$ cat config.mk
export PLATFORM = sky130hd
export DESIGN_NAME = cspt_rim_step
export DESIGN_NICKNAME = d
export VERILOG_FILES = /design/src/sv/cspt_pkg.sv /design/src/sv/cspt_rim_step.sv
export SDC_FILE = /design/constraint.sdc
export NUM_CORES = 1
export LEC_CHECK = 0
export BUFFER_PORTS_ARGS = -buffer_cell sky130_fd_sc_hd__buf_2
export CELL_PAD_IN_SITES_DETAIL_PLACEMENT = 0
export CELL_PAD_IN_SITES_GLOBAL_PLACEMENT = 1
export CORE_AREA = 2 2 350 352
export DETAILED_ROUTE_END_ITERATION = 16
export DIE_AREA = 0 0 352 354
export PLACE_DENSITY_LB_ADDON = 0.1
export RECOVER_POWER = 25
export SLEW_MARGIN = 20
export SYNTH_ARGS = -nofsm -noshare
export SYNTH_HDL_FRONTEND = slang
export SYNTH_SLANG_ARGS = --single-unit
$ cat constraint.sdc
create_clock -name clk -period 8.6 [get_ports clk]
set_input_delay 0.86 -clock clk [delete_from_list [all_inputs] [get_ports clk]]
set_output_delay 0.86 -clock clk [all_outputs]
set_load 0.03 [all_outputs]
$ cat src/sv/cspt_pkg.sv
// Package for the cone support point block: payload structs, case codes,
// register indexes and the lane record of the rim search. No dependencies.
`default_nettype none
package cspt_pkg;

	localparam int unsigned CFG_W    = 31;
	localparam int unsigned RIM_BITS = 31;

	typedef enum logic [1:0] {
		CASE_APEX   = 2'd0,
		CASE_RIM    = 2'd1,
		CASE_CENTRE = 2'd2
	} case_t;

	typedef enum logic [1:0] {
		CFG_RADIUS = 2'd0,
		CFG_HEIGHT = 2'd1
	} cfg_idx_t;

	typedef struct packed {
		logic signed [31:0] dir_x;
		logic signed [31:0] dir_y;
		logic signed [31:0] dir_z;
	} dir_t;

	typedef struct packed {
		logic signed [31:0] point_x;
		logic signed [31:0] point_y;
		logic signed [31:0] point_z;
		logic [1:0]         which_case;
	} point_t;

	// One lane of the bit-by-bit rim search: target (r*|c|)^2, sigma, m^2*sigma, m*sigma, m.
	typedef struct packed {
		logic [127:0]          t;
		logic [63:0]           s;
		logic [127:0]          p;
		logic [95:0]           q;
		logic [RIM_BITS-1:0]   m;
	} lane_t;

	typedef struct packed {
		logic dy_pos;
		logic apex;
		logic sig_nz;
		logic nx;
		logic nz;
		logic zx;
		logic zz;
	} side_t;

endpackage
`default_nettype wire

$ cat src/sv/cspt_rim_step.sv
// One bit of the rim coordinate search: finds the largest m with m^2*sigma <= target.
// Depends on cspt_pkg for the lane record.
`default_nettype none
module cspt_rim_step #(
	parameter int unsigned BIT = 0
) (
	input  wire logic          clk,
	input  wire logic          en,
	input  wire cspt_pkg::lane_t lane_in,
	output cspt_pkg::lane_t    lane_out
);
	import cspt_pkg::*;

	logic [127:0] cand;
	logic         take;

	// (m + 2^b)^2 s = m^2 s + 2^(b+1) m s + 2^(2b) s
	always_comb begin
		cand = lane_in.p + ({32'd0, lane_in.q} << (BIT + 1)) + ({64'd0, lane_in.s} << (2 * BIT));
		take = (cand <= lane_in.t);
	end

	always_ff @(posedge clk) begin
		if (en) begin
			lane_out.t <= lane_in.t;
			lane_out.s <= lane_in.s;
			lane_out.p <= take ? cand : lane_in.p;
			lane_out.q <= take ? (lane_in.q + ({32'd0, lane_in.s} << BIT)) : lane_in.q;
			lane_out.m <= take ? (lane_in.m | (RIM_BITS'(1) << BIT)) : lane_in.m;
		end
	end
endmodule
`default_nettype wire

==> results.json <==
{
  "drv_cap": 2,
  "core-area_um2": 121000,
  "p_switching_mw": 3.57,
  "syn2layout_area_growth_pct": 25.7,
  "clk_pin_slew_ns": 0.06,
  "place_congestion": 0.868,
  "p_int_mw": 5.38,
  "drc_errors": 0,
  "synth_ff_type": "edfxtp_1",
  "die_w_um": 352,
  "crit_required_ns": 8.87,
  "rows": 128,
  "ys_async_sr_fraction": 0,
  "syn_nets": 3864,
  "viasPerCell": 4.85,
  "grt_max_degree": 144,
  "clockBufferDepth": 3,
  "first_pass_iters": 5,
  "avgSynthCellArea_um2": 10.6,
  "relSlewSlack": -3.77,
  "syn_inst": 3027,
  "antenna_left": 0,
  "status": "finished with violations",
  "clkPwrFrac": 0.274,
  "synth-seq-cells": 447,
  "finalMaxSlewViolations": 145,
  "cts_tree": "built",
  "crit_type": "in -> reg",
  "hold_viol": 0,
  "yosysWarnings": 0,
  "vdd_ir_drop_max_v": 0.000151,
  "clkSinkCount": 447,
  "wl_per_cell_um": 25.3,
  "reg_top3": "lane_out: 447 flops",
  "drive_gt1_frac": 0.253,
  "io_pins": 896,
  "multiInputGateArea_um2": 17300,
  "fin_crit_ns": 8.14,
  "register_area_um2": 13400,
  "drt_iter0_drc": 1558,
  "grt_pass1_wl_um": 201000,
  "p_leak_nw": 17.5,
  "min_to": "lane_out[30]$_DFFE_PP_",
  "initial_utilization": 0.264,
  "min-delay-start": "lane_in[30]",
  "max_freq_ghz": 0.123,
  "n_fill_cell": 12800,
  "grt_remaining_overflow": 0,
  "synth_cell_type_count": 84,
  "seq_power_share": 0.317,
  "rsz0062_at_grt": "no",
  "violations": "max-capacitance violations, max-slew violations",
  "design_power_total_mw": 8.94,
  "p_per_area_nw_per_um2": 223,
  "ys_seq_area_frac": 0.420,
  "crit_fanout": 143,
  "p_sw_frac": 0.399,
  "dp_cells": 5485,
  "critPathLaunchType": "primary input",
  "critPathCaptureType": "flip-flop",
  "die_area_um2": 125000,
  "whs_path_depth": 1,
  "fin_nets": 4757,
  "largest_register_ffs": 447,
  "stdcell_area_um2": 40200,
  "synthesis.area_um2": 32000,
  "finalWirelength_um": 142000,
  "fin_crit_sh": 0.947,
  "dpl_cell_area_um2": 38500,
  "min-delay-path-class": "in -> reg",
  "cts_setup_buffers": 0,
  "htree_levels": 2,
  "vias": 27200,
  "grt_usage": 0.220,
  "tightest_slew_ns": 7.16,
  "numCtsBuffers": 58,
  "largest_register": "lane_out",
  "dpl.hpwl_um": 120000,
  "whs_ns": 0.388,
  "power_frac_comb": 0.409,
  "portBuffers": 895,
  "setup_viol_count_final": 0,
  "dieHeight_um": 354,
  "grt_pass1_vias": 28000,
  "cts-root-buf": "clkbuf_16",
  "stdcell_count": 5602,
  "synth_edf_count": 447,
  "arrival_ns": 8.41,
  "antenna_found_initial": 27
}
[worst max path at each step]
stage | from | cells past startpoint | to
after floorplan | lane_in[31] | 27 | lane_out[203]$_DFFE_PP_
after global placement | lane_in[41] | 27 | lane_out[126]$_DFFE_PP_
after detailed placement | lane_in[256] | 29 | lane_out[126]$_DFFE_PP_
after CTS | lane_in[256] | 29 | lane_out[126]$_DFFE_PP_
after global routing | lane_in[262] | 27 | lane_out[126]$_DFFE_PP_
final | en | 3 | lane_out[26]$_DFFE_PP_
[stage by stage]
| stage | util | worst slack [ns] | setup TNS (ns) |
|---|---|---|---|
| floorplan | - | 1.61 | 0 |
| global placement | 0.319 | -0.291 | -19.21 |
| detailed placement | 0.319 | -0.313 | -26.02 |
| CTS | 0.334 | 0.380 | 0 |
| global route | 0.332 | 0.0159 | 0 |
| finish | 0.332 | 0.460 | 0 |
[cell usage in the layout, fill, tap and decap left out, drive strengths merged, types with 10 or more instances in the layout]
cell type and count:
and4 11, inv 200, nor2b 11, o211ai 12, a31oi 16, or3 12
mux2 96, o31ai 25, and3 30, clkinv 20, nor3 57, edfxtp 447
diode 11, a21oi 296, fa 65, nand4 101, clkbuf 247, nand2 201
ha 323, nor2 201, o21bai 37, o21a 16, a211oi 10, nand3 51
nor4 26, a21o 162, nand2b 23, xor2 138, buf 776, o21ai 124
a221oi 11, xnor2 106
[layer usage]
layer	part of all wire	GRT usage	vias to the layer above
li1	-	-	13000
met5	0.0011	0	-
met2	0.49	0.379	845
met1	0.43	0.281	13100
met4	0.023	0.0525	22
met3	0.058	0.0452	157
[cell families after synthesis]
group,share of synthesized area
and+or+nand+nor,0.118
AOI/OAI and AO/OA,0.154
DFF,0.420
muxes,0.0341
buffers and inverters,0.0398
xor gates and xnor gates,0.0669
adders and majority gates,0.167
[cells in the mapped netlist, drive strengths merged (6+ instances only)]
library cell  count  area share
edfxtp          447        0.42
ha              323        0.13
a21oi           296       0.046
nand2           201       0.024
nor2            201       0.024
inv             194       0.023
a21o            162       0.038
xor2            138       0.038
o21ai           124       0.019
xnor2           106       0.029
nand4           101       0.020
mux2             96       0.034
clkbuf           87       0.010
fa               65       0.041
nor3             57      0.0099
nand3            51      0.0080
o21bai           37      0.0087
buf              34      0.0068
and3             30      0.0059
nor4             26      0.0055
o31ai            25      0.0065
nand2b           23      0.0045
a31oi            16      0.0033
o21a             16      0.0038
o211ai           12      0.0028
or3              12      0.0024
a221oi           11      0.0030
and4             11      0.0030
nor2b            11      0.0022
a211oi           10      0.0025
and2              9      0.0018
or2               9      0.0018
nor3b             8      0.0019
a221o             7      0.0022
a2111oi           6      0.0026
a21boi            6      0.0014
[power groups by stage]
stage | sequential (mW) | combinational, mW | clock (mW)
floorplan | 3.41 | 1.72 | 0
global placement | 2.88 | 3.72 | 0
detailed placement | 2.87 | 3.70 | 0
CTS | 2.83 | 3.72 | 2.52
global route | 2.86 | 3.99 | 2.59
finish | 2.83 | 3.66 | 2.45
[cell type report]
type | count | share of cell area
Multi-Input combinational cell | 2265 | 0.430
Sequential cell | 447 | 0.334
Timing Repair Buffer | 954 | 0.120
Tap cell | 1625 | 0.0506
Clock buffer | 69 | 0.0377
Inverter | 194 | 0.0181
Clock inverter | 37 | 0.00847
Antenna cell | 11 | 0.000685
[worst max-delay path: stages]
cell and delay [ns]:
clkbuf_1 4.89, clkbuf_1 1.60, buf_12 0.59
[what timing repair did]
action,in CTS,in global routing
hold buffers,0,0
gates resized for setup,0,1
setup endpoints to repair,0,1
(Power assumes the default switching activity.)
